**src/rtl/scfp_pkg.sv**
```systemverilog
package scfp_pkg;

    localparam int WORD_W    = 16;
    localparam int OUT_WORDS = 3;

    typedef logic [WORD_W-1:0] t_word;
    typedef logic [7:0]        t_char;

    localparam t_char CHAR_NUL   = 8'd0;
    localparam t_char CHAR_STAR  = 8'd42;
    localparam t_char CHAR_PLUS  = 8'd43;
    localparam t_char CHAR_COMMA = 8'd44;
    localparam t_char CHAR_MINUS = 8'd45;
    localparam t_char CHAR_ZERO  = 8'd48;
    localparam t_char CHAR_NINE  = 8'd57;
    localparam t_char CHAR_TAB   = 8'd9;
    localparam t_char CHAR_CR    = 8'd13;
    localparam t_char CHAR_SPACE = 8'd32;

    typedef logic [1:0] t_phase;

    localparam t_phase PH_IDLE  = 2'd0;
    localparam t_phase PH_SPACE = 2'd1;
    localparam t_phase PH_NUM   = 2'd2;
    localparam t_phase PH_END   = 2'd3;

    function automatic logic is_space(input t_char c);
        return (c == CHAR_SPACE) || (c inside {[CHAR_TAB:CHAR_CR]});
    endfunction

    function automatic logic is_digit(input t_char c);
        return c inside {[CHAR_ZERO:CHAR_NINE]};
    endfunction

endpackage

```
**src/rtl/serial_command_field_parser.sv**
```systemverilog
// Parses text commands from a byte stream. Each byte is one transfer on the input channel;
// a '*' ends the command and produces exactly one transfer on the output channel carrying
// the three command words and an updated flag, while other bytes produce none. Comma
// separated decimal fields load the words in order, a text without a comma loads word 0
// and clears the others, and an empty command leaves the words as they were with the
// flag low. One byte is taken per clock cycle unless a '*' waits on an untaken result;
// an input register feeds a single pass of parse logic, and a separate result register
// lets bytes keep flowing while a result waits to be taken; a '*' passes both in order.
module serial_command_field_parser #(
    parameter int MAX_CHARS = 31,
    parameter int NUM_WORDS = 3
) (
    input  logic                i_clk,
    input  logic                i_rst_n,
    input  logic                i_valid,
    output logic                o_ready,
    input  logic [7:0]          i_data_byte,
    output logic                o_valid,
    input  logic                i_ready,
    output logic signed [15:0]  o_word_zero,
    output logic signed [15:0]  o_word_one,
    output logic signed [15:0]  o_word_two,
    output logic                o_updated
);
    import scfp_pkg::*;

    localparam int POS_W = $clog2(MAX_CHARS + 1);
    localparam int IDX_W = $clog2(NUM_WORDS + 1);

    logic                              r_in_valid;
    t_char                             r_in_char;
    logic [POS_W-1:0]                  r_pos,      n_pos;
    logic                              r_comma,    n_comma;
    logic [IDX_W-1:0]                  r_idx,      n_idx;
    t_phase                            r_phase,    n_phase;
    logic                              r_neg,      n_neg;
    logic [NUM_WORDS-1:0][WORD_W-1:0]  r_pend,     n_pend;
    logic [NUM_WORDS-1:0]              r_pend_vld, n_pend_vld;
    logic [NUM_WORDS-1:0][WORD_W-1:0]  r_cmd,      n_cmd;
    logic                              n_updated;
    logic                              r_out_valid;
    t_word                             r_out_word [OUT_WORDS];
    logic                              r_out_updated;
    logic                              out_free;
    logic                              is_star;
    logic                              step_go;

    assign out_free = !r_out_valid || i_ready;
    assign is_star  = (r_in_char == CHAR_STAR);
    assign step_go  = r_in_valid && (!is_star || out_free);
    assign o_ready  = !r_in_valid || step_go;

    scfp_step #(
        .MAX_CHARS (MAX_CHARS),
        .NUM_WORDS (NUM_WORDS),
        .POS_W     (POS_W),
        .IDX_W     (IDX_W)
    ) u_step (
        .i_char     (r_in_char),
        .i_pos      (r_pos),
        .i_comma    (r_comma),
        .i_idx      (r_idx),
        .i_phase    (r_phase),
        .i_neg      (r_neg),
        .i_pend     (r_pend),
        .i_pend_vld (r_pend_vld),
        .i_cmd      (r_cmd),
        .o_pos      (n_pos),
        .o_comma    (n_comma),
        .o_idx      (n_idx),
        .o_phase    (n_phase),
        .o_neg      (n_neg),
        .o_pend     (n_pend),
        .o_pend_vld (n_pend_vld),
        .o_cmd      (n_cmd),
        .o_updated  (n_updated)
    );

    always_ff @(posedge i_clk) begin
        if (!i_rst_n) begin
            r_in_valid <= 1'b0;
        end else if (o_ready) begin
            r_in_valid <= i_valid;
        end
        if (o_ready && i_valid) begin
            r_in_char <= i_data_byte;
        end
    end

    always_ff @(posedge i_clk) begin
        if (!i_rst_n) begin
            r_pos      <= '0;
            r_comma    <= 1'b0;
            r_idx      <= '0;
            r_phase    <= PH_IDLE;
            r_neg      <= 1'b0;
            r_pend     <= '0;
            r_pend_vld <= '0;
            for (int k = 0; k < NUM_WORDS; k++) begin
                r_cmd[k] <= (k == 0) ? t_word'(1) : '0;
            end
        end else if (step_go) begin
            r_pos      <= n_pos;
            r_comma    <= n_comma;
            r_idx      <= n_idx;
            r_phase    <= n_phase;
            r_neg      <= n_neg;
            r_pend     <= n_pend;
            r_pend_vld <= n_pend_vld;
            r_cmd      <= n_cmd;
        end
    end

    always_ff @(posedge i_clk) begin
        if (!i_rst_n) begin
            r_out_valid <= 1'b0;
        end else if (out_free) begin
            r_out_valid <= step_go && is_star;
        end
        if (step_go && is_star) begin
            r_out_updated <= n_updated;
            for (int j = 0; j < OUT_WORDS; j++) begin
                r_out_word[j] <= (j < NUM_WORDS) ? n_cmd[(j < NUM_WORDS) ? j : 0] : '0;
            end
        end
    end

    assign o_valid     = r_out_valid;
    assign o_word_zero = $signed(r_out_word[0]);
    assign o_word_one  = $signed(r_out_word[1]);
    assign o_word_two  = $signed(r_out_word[2]);
    assign o_updated   = r_out_updated;

endmodule

```
**src/rtl/scfp_step.sv**
```systemverilog
module scfp_step #(
    parameter int MAX_CHARS = 31,
    parameter int NUM_WORDS = 3,
    parameter int POS_W     = 5,
    parameter int IDX_W     = 2
) (
    input  scfp_pkg::t_char                        i_char,
    input  logic [POS_W-1:0]                       i_pos,
    input  logic                                   i_comma,
    input  logic [IDX_W-1:0]                       i_idx,
    input  scfp_pkg::t_phase                       i_phase,
    input  logic                                   i_neg,
    input  logic [NUM_WORDS-1:0][scfp_pkg::WORD_W-1:0] i_pend,
    input  logic [NUM_WORDS-1:0]                   i_pend_vld,
    input  logic [NUM_WORDS-1:0][scfp_pkg::WORD_W-1:0] i_cmd,
    output logic [POS_W-1:0]                       o_pos,
    output logic                                   o_comma,
    output logic [IDX_W-1:0]                       o_idx,
    output scfp_pkg::t_phase                       o_phase,
    output logic                                   o_neg,
    output logic [NUM_WORDS-1:0][scfp_pkg::WORD_W-1:0] o_pend,
    output logic [NUM_WORDS-1:0]                   o_pend_vld,
    output logic [NUM_WORDS-1:0][scfp_pkg::WORD_W-1:0] o_cmd,
    output logic                                   o_updated
);
    import scfp_pkg::*;

    logic  ws;
    logic  counts;
    t_word digit;
    t_word fin_word [NUM_WORDS];
    logic  fin_vld  [NUM_WORDS];

    assign ws    = is_space(i_char);
    assign digit = t_word'(i_char - CHAR_ZERO);

    always_comb begin
        o_pos      = i_pos;
        o_comma    = i_comma;
        o_idx      = i_idx;
        o_phase    = i_phase;
        o_neg      = i_neg;
        o_pend     = i_pend;
        o_pend_vld = i_pend_vld;
        o_cmd      = i_cmd;
        o_updated  = 1'b0;
        counts     = 1'b0;
        for (int k = 0; k < NUM_WORDS; k++) begin
            fin_word[k] = i_pend[k];
            fin_vld[k]  = i_pend_vld[k];
        end

        if (i_char == CHAR_STAR) begin
            counts = (i_phase == PH_NUM) || (i_phase == PH_END);
            for (int k = 0; k < NUM_WORDS; k++) begin
                if (counts && (i_idx == IDX_W'(k))) begin
                    fin_vld[k] = 1'b1;
                    if (i_neg) begin
                        fin_word[k] = t_word'(0) - i_pend[k];
                    end
                end
            end
            if (i_pos != '0) begin
                o_updated = 1'b1;
                for (int k = 0; k < NUM_WORDS; k++) begin
                    if (i_comma) begin
                        if (fin_vld[k]) begin
                            o_cmd[k] = fin_word[k];
                        end
                    end else begin
                        o_cmd[k] = (k == 0) ? fin_word[0] : '0;
                    end
                end
            end
            o_pos      = '0;
            o_comma    = 1'b0;
            o_idx      = '0;
            o_phase    = PH_IDLE;
            o_neg      = 1'b0;
            o_pend     = '0;
            o_pend_vld = '0;
        end else if (i_char != CHAR_NUL && !(i_pos == '0 && ws)) begin
            if (i_pos < POS_W'(MAX_CHARS)) begin
                o_pos = i_pos + POS_W'(1);
                if (i_char == CHAR_COMMA) begin
                    o_comma = 1'b1;
                    counts  = (i_phase != PH_IDLE);
                    for (int k = 0; k < NUM_WORDS; k++) begin
                        if (counts && (i_idx == IDX_W'(k))) begin
                            o_pend_vld[k] = 1'b1;
                            if (i_neg) begin
                                o_pend[k] = t_word'(0) - i_pend[k];
                            end
                        end
                    end
                    if (counts) begin
                        o_idx = (i_idx < IDX_W'(NUM_WORDS)) ? i_idx + IDX_W'(1)
                                                            : IDX_W'(NUM_WORDS);
                    end
                    o_phase = PH_IDLE;
                    o_neg   = 1'b0;
                end else if (i_phase == PH_IDLE || i_phase == PH_SPACE) begin
                    if (ws) begin
                        o_phase = PH_SPACE;
                    end else if (i_char == CHAR_PLUS || i_char == CHAR_MINUS) begin
                        o_phase = PH_NUM;
                        o_neg   = (i_char == CHAR_MINUS);
                    end else if (is_digit(i_char)) begin
                        o_phase = PH_NUM;
                        for (int k = 0; k < NUM_WORDS; k++) begin
                            if (i_idx == IDX_W'(k)) begin
                                o_pend[k] = digit;
                            end
                        end
                    end else begin
                        o_phase = PH_END;
                    end
                end else if (i_phase == PH_NUM) begin
                    if (is_digit(i_char)) begin
                        for (int k = 0; k < NUM_WORDS; k++) begin
                            if (i_idx == IDX_W'(k)) begin
                                o_pend[k] = (i_pend[k] << 3) + (i_pend[k] << 1) + digit;
                            end
                        end
                    end else begin
                        o_phase = PH_END;
                    end
                end
            end else if (!ws && i_phase == PH_SPACE) begin
                o_phase = PH_END;
            end
        end
    end

endmodule
```
**config.mk**
```make
export PLATFORM = sky130hd
export DESIGN_NAME = serial_command_field_parser
export DESIGN_NICKNAME = d
export VERILOG_FILES = /design/src/rtl/scfp_pkg.sv /design/src/rtl/serial_command_field_parser.sv /design/src/rtl/scfp_step.sv
export SDC_FILE = /design/constraint.sdc
export NUM_CORES = 1
export LEC_CHECK = 0
export BUFFER_PORTS_ARGS = -buffer_cell sky130_fd_sc_hd__buf_4
export CORE_UTILIZATION = 32
export DETAILED_ROUTE_END_ITERATION = 8
export PLACE_DENSITY = 0.52
export SLEW_MARGIN = 5
export SYNTH_ARGS = -nofsm -noshare
export SYNTH_HDL_FRONTEND = slang
export SYNTH_HIERARCHICAL = 1
export SYNTH_SLANG_ARGS = --single-unit
```
**constraint.sdc**
```tcl
create_clock -name i_clk -period 5.97 [get_ports i_clk]
set_clock_uncertainty 0.2 [all_clocks]
set_input_delay 0.597 -clock i_clk [delete_from_list [all_inputs] [get_ports i_clk]]
set_output_delay 0.597 -clock i_clk [all_outputs]
set_load 0.02 [all_outputs]
```
==> results.cfg, run 1 <==
[floorplanning]
floorplan.rows = 84
floorplan.die.height_um = 233.3
die_area_um2 = 54420
ios = 63
die_w_um = 233.3
core_um2 = 52660
initial_core_util = 0.3251

[critical_path]
setup.worst_path.end_class = register
path_cells = ha_1, or3_1, inv_1, fa_1, ha_1, nand2_1, nor2_1, a31o_2, o41ai_1, mux2i_1, o32ai_1, a21o_1, and3_1, a221o_1
path_delay_family = compound AO/OA/AOI/OAI gates
r2r-end = r_pend[13]
reg2reg_setup_slack_ns = 0.78
critical_path_peak_fanout = 7
reg_to_reg_startpoint = r_in_char[5]
critical_path_buf_inv_count = 1
critPathRequiredTime_ns = 6.14
critical_path_arrival_ns = 5.36
timing.critical_path.mode_cell = ha_1
ff2ff_path_depth = 14
timing.critical_path.from_type = register
setup.worst_path.class = register to register
crit_slowest_cell = o41ai_1
critical_path.max_stage_delay_ns = 0.62

[placement]
gp_congestion = 0.8949
port_buffers = 62
setup_ws_pre_cts_ns = 0.8733
dp_hpwl_um = 42170

[logic_synthesis]
synth_enable_flop_cells = 57
area_of_the_mapped_netlist_um2 = 17120
ys_warn_count = 6
seq_area_frac_synth = 0.2310
netlist_top_cells_area = dfxtp_1, edfxtp_1, a221o_1
synth_top_area_share = 0.1310
post-synth-top-area-cell = dfxtp_1
synthFlopType = dfxtp_1
post_synth_inst_count = 2221
synth_cell_type_count = 101
synth.ff_latch_count = 169
postSynth.asyncResetShare = 0
synth_fp_nets = 2326
avgSynthCellArea_um2 = 7.707

[drt]
route.detailed.drc = 0
number_of_vias_after_detailed_routing = 17710
antenna_violating_nets_post_route = 0
routed_wire_length_per_instance_um = 22.54
drt-vias-per-instance = 6.233
wirelength_um = 64060
drt-pass1-iter-count = 6
first_iter_violations = 1727

[cells_and_area]
post_route_cells_drive_above_1_share = 0.08728
most-common-layout-cells = nand2_1, inv_1, nor2_1
total_nets_final = 2246
num-fill-cells = 5432
antennaDiodeCount = 0
layout.core_utilization = 0.3520
layout_commonest_cell = nand2_1
area_delta_synth_final_pct = 8.274

[clock_network]
clk-insertion-delay-late_ns = 0.48
cts-buffers-inserted = 17
cell_at_the_root_of_the_clock_tree = clkbuf_16
clock_tree.buffer_depth = 2
post_cts.resized_instances = 0
cts_tree = yes
cts.htree.levels = 4
ctsHoldBuffers = 0
cts_sinks = 169
cts.repair_timing.setup_buffer_count = 0
clk_transition_reported_paths_ns = 0.08

[sta]
timing.final.crit_share = 0.8692
final-max-slew-violation-count = 0
setup-tns-final_ns = 0
fmax_mhz = 192.7
min_setup_slack_post_route_ns = 0.7808
finalHoldViolations = 0
relSlewSlack = 0.2259
report.final.setup_viol = 0
finalCriticalPeriod_ns = 5.189
grt_setup_unrepaired = false
actual_transition_at_the_worst_max_transition_pin_ns = 1.161

[pwr]
p_leak_nw = 7.212
power_density_nw_per_um2 = 192.8
vdd_drop_max_mv = 0.1924

[run]
max_cap_viols = 0

[grt]
grt_max_degree = 134
via_count_of_the_first_global_routing_pass = 16340
grt_usage = 0.2315
grt_pass1_wl_um = 98330
antenna_found_initial = 1
global_route.overflow_total = 0

[run_status]
outcome = complete, no violations

[hold_path]
min-delay-start = i_data_byte[7]
min_delay_worst_endpoint = r_in_char[7]
min_path_cells = 1
hold_path.class = input pin to register
[cell families after synthesis]
logic type	share of synthesized area
AO/OA/AOI/OAI	0.3004
buffers and inverters	0.08786
multiplexers	0.005921
flip-flops	0.2310
AND/OR/NAND/NOR	0.2606
adder cells (fa/ha/maj)	0.08508
XOR/XNOR	0.02916
[metrics by stage]
step	hold slack, ns	instances	total power [mW]	instance area [um2]
after global routing	0.08300	2842	3.763	18530
after CTS	0.06951	2842	3.573	18530
after global placement	0.3294	2810	2.419	17980
final	0.09245	2842	3.573	18530
after detailed placement	0.3405	2810	2.438	17980
after floorplan	0.3328	2221	2.142	17120
[synth_stat cells (all sizes together) (18+ instances only)]
cell    number
nand2      229
inv        163
clkbuf     149
nor2       140
o21ai      134
a21oi      129
and3       125
o22ai      124
dfxtp      112
a221o      110
and4       110
buf         59
edfxtp      57
ha          54
nor3        52
xnor2       40
fa          39
nand3       37
a211oi      32
o221ai      22
o31ai       22
or3         21
o21a        18
[layout make-up]
cell class,instances,area [um2],share of cell area
multi-input cells,1681,11700,0.6314
flip-flops and latches,169,3958,0.2135
well taps,688,860.8,0.04645
repair buffers,109,847.1,0.04570
inverters,163,611.8,0.03301
clock buffers,19,432.9,0.02336
clock inverters,13,121.4,0.006548
[power breakdown]
part	switching, mW	total (mW)	internal [mW]
clock network	0.550	1.13	0.579
logic	0.653	1.08	0.425
registers	0.146	1.37	1.22
total	1.35	3.57	2.22
[how the worst max path moves through the flow]
stage,endpoint,slack (ns),startpoint,cells after the start
floorplan,r_pend[13],0.87,r_in_char[4],16
global placement,r_pend[13],1.02,r_in_char[5],14
detailed placement,r_pend[13],0.87,r_in_char[5],14
CTS,r_pend[13],0.84,r_in_char[5],14
global route,r_pend[31],0.59,r_in_char[5],14
finish,r_pend[13],0.78,r_in_char[5],14
[worst register-to-register path: cells and delay by family, from the launching register on]
family	cells	cell delay, ns
buffers and inverters	1	0.33
adders and majority gates	3	1.19
muxes	1	0.35
AOI/OAI and AO/OA	5	1.54
DFF	1	0.54
and+or+nand+nor	4	0.92
[state kept, by name (all words and copies together), names as in the netlist]
| register | cells |
|---|---|
| o_updated | 1 |
| r_pend_vld | 3 |
| r_pos | 5 |
| r_cmd | 48 |
| r_idx | 2 |
| o_valid | 1 |
| r_in_valid | 1 |
| r_neg | 1 |
| r_comma | 1 |
| r_pend | 48 |
| r_phase | 2 |
| r_in_char | 8 |
| r_out_word | 48 |
[layer usage]
metal	global-route usage	part of all wire	vias up
met5	0	0	-
met4	0.09171	0.029	0
met3	0.02930	0.055	110
met2	0.3658	0.45	671
met1	0.3175	0.46	8722
li1	-	-	8210
No activity file was read; power rests on OpenSTA's default activity.
==> run 2, diff against run 1 <==
- clock period: 5.97 -> 5.2 ns (I/O delays scaled with it)
==> run 2 against run 1 <==
Die area is the same. Worst hold slack got worse by 0.067 ns. Clock power up 34%. Final cell count grew 0.88%. Register-to-register slack got worse by 0.39 ns. Sequential power rose by 12%. Critical endpoint is now r_pend[47]. Largest cell class unchanged.
==> results.cfg, run 2 (synthesized netlist as in run 1, its figures left out) <==
[run_status]
outcome = complete, no violations

[critical_path]
crit_slowest_cell = edfxtp_1
reg2reg_setup_slack_ns = 0.39
critPathRequiredTime_ns = 5.35
setup.worst_path.class = register to register
critical_path_buf_inv_count = 2
timing.critical_path.from_type = register
critical_path.max_stage_delay_ns = 0.52
path_cells = or3_1, inv_1, buf_4, fa_1, ha_1, o21a_1, o211ai_1, o2111a_1, o41ai_1, xnor2_1, o221ai_1, a211oi_1, and3_1, a221o_1
path_delay_family = compound AO/OA/AOI/OAI gates
critical_path_peak_fanout = 11
setup.worst_path.end_class = register
ff2ff_path_depth = 14
reg_to_reg_startpoint = r_in_char[7]
critical_path_arrival_ns = 4.97
r2r-end = r_pend[47]

[pwr]
sequential_share_of_power = 0.356
p_leak_nw = 7.385
combinationalPowerShare = 0.295
power.clock.fraction = 0.349
power.switching_fraction = 0.3617
power_density_nw_per_um2 = 230.5
vdd_drop_max_mv = 0.1969
total_switching_power_mw = 1.569
cell_internal_pwr_mw = 2.768

[grt]
grt_max_degree = 116
via_count_of_the_first_global_routing_pass = 16520
grt_usage = 0.2363
grt_pass1_wl_um = 100100
antenna_found_initial = 1
global_route.overflow_total = 0

[sta]
final-max-slew-violation-count = 0
finalHoldViolations = 0
relSlewSlack = 0.2292
finalCriticalPeriod_ns = 4.812
actual_transition_at_the_worst_max_transition_pin_ns = 1.156
report.final.setup_viol = 0
grt_setup_unrepaired = false
fmax_mhz = 207.8
timing.final.crit_share = 0.9255
setup-tns-final_ns = 0

[clock_network]
cts.repair_timing.setup_buffer_count = 0
post_cts.resized_instances = 0
clk_transition_reported_paths_ns = 0.08
cts-buffers-inserted = 17
cts_sinks = 169
cts.htree.levels = 4
cell_at_the_root_of_the_clock_tree = clkbuf_16
ctsHoldBuffers = 1
cts_tree = yes
clk-insertion-delay-late_ns = 0.48
clock_tree.buffer_depth = 2

[drt]
drt-pass1-iter-count = 7
drt-vias-per-instance = 6.284
routed_wire_length_per_instance_um = 22.75
route.detailed.drc = 0
number_of_vias_after_detailed_routing = 18020
antenna_violating_nets_post_route = 0
first_iter_violations = 1886
wirelength_um = 65240

[hold_path]
hold_path.class = input pin to register
min_delay_worst_endpoint = r_in_char[3]
min-delay-start = i_data_byte[3]
min_path_cells = 1

[placement]
dp_hpwl_um = 44080
gp_congestion = 0.9287
port_buffers = 62

[cells_and_area]
num-fill-cells = 5419
post_route_cells_drive_above_1_share = 0.09867
layout.core_utilization = 0.3573
most-common-layout-cells = nand2_1, inv_1, nor2_1
multi_input_area_um2 = 11700
area_delta_synth_final_pct = 9.897
layout_commonest_cell = nand2_1
total_nets_final = 2271
antennaDiodeCount = 0
top_regs = r_cmd x48, r_out_word x48, r_pend x48
layout.area.seq_um2 = 3958

[run]
max_cap_viols = 0

[floorplanning]
floorplan.rows = 84
die_area_um2 = 54420
die_w_um = 233.3
core_um2 = 52660
initial_core_util = 0.3251
ios = 63
floorplan.die.height_um = 233.3
run 2: cell types whose count changed in the layout (fill, tap and decap cells not counted):
cell and change:
clkbuf_1 -1, nor3b_4 -1, clkinvlp_4 -1, buf_12 -1, dlygate4sd3_1 +1, buf_4 +25, bufinv_16 +4, clkinv_4 -2
clkinv_1 -2, inv_8 +2, nor3b_2 +1
run 2: power groups by stage:
stage / registers (mW) / logic [mW] / clock network (mW)
floorplan: 1.50 / 0.962 / 0
global placement: 1.57 / 1.23 / 0
detailed placement: 1.57 / 1.24 / 0
CTS: 1.54 / 1.25 / 1.54
global route: 1.56 / 1.40 / 1.59
finish: 1.54 / 1.28 / 1.51
run 2: final cells by class:
| type | count | area share |
|---|---|---|
| multi-input combinational | 1681 | 0.6217 |
| sequential | 169 | 0.2104 |
| timing repair buffer | 134 | 0.05447 |
| tap | 688 | 0.04576 |
| inverter | 163 | 0.03252 |
| clock buffer | 18 | 0.02281 |
| clock inverter | 14 | 0.01230 |
run 2: worst register-to-register path, delay by kind of cell, from the launching register on:
kind / cells / cell delay, ns
buffers and inverters: 2 / 0.78
AND/OR/NAND/NOR: 2 / 0.59
adder cells (fa/ha/maj): 2 / 0.77
flip-flops: 1 / 0.52
AO/OA/AOI/OAI: 7 / 1.69
XOR/XNOR: 1 / 0.14
run 2: worst max-delay path by stage:
| stage | from | to | slack, ns | cells after the start |
|---|---|---|---|---|
| global route | r_in_char[4] | r_pend[13] | 0.11 | 14 |
| detailed placement | r_in_char[4] | r_pend[13] | 0.47 | 14 |
| floorplan | r_in_char[4] | r_pend[13] | 0.10 | 16 |
| finish | r_in_char[7] | r_pend[47] | 0.39 | 14 |
| CTS | r_in_char[4] | r_pend[13] | 0.43 | 14 |
| global placement | r_in_char[4] | r_pend[13] | 0.50 | 14 |
run 2: stage by stage:
stage                     hold WS [ns]  area (um2)  cells  power, mW  setup slack (ns)
after floorplan                 0.3328       17120   2221      2.459            0.1012
after global placement          0.3251       18140   2834      2.797            0.5019
after detailed placement        0.3366       18140   2834      2.815            0.4701
after CTS                     0.001498       18810   2867      4.333            0.4280
after global routing          0.005141       18810   2867      4.545            0.1128
final                          0.02522       18810   2867      4.337            0.3875
run 2: metal layers:
metal | vias up | part of all wire | global-route usage
li1 | 8277 | - | -
met1 | 8917 | 0.46 | 0.3307
met2 | 710 | 0.45 | 0.3637
met3 | 113 | 0.066 | 0.03479
met4 | 0 | 0.031 | 0.08844
met5 | - | 0 | 0
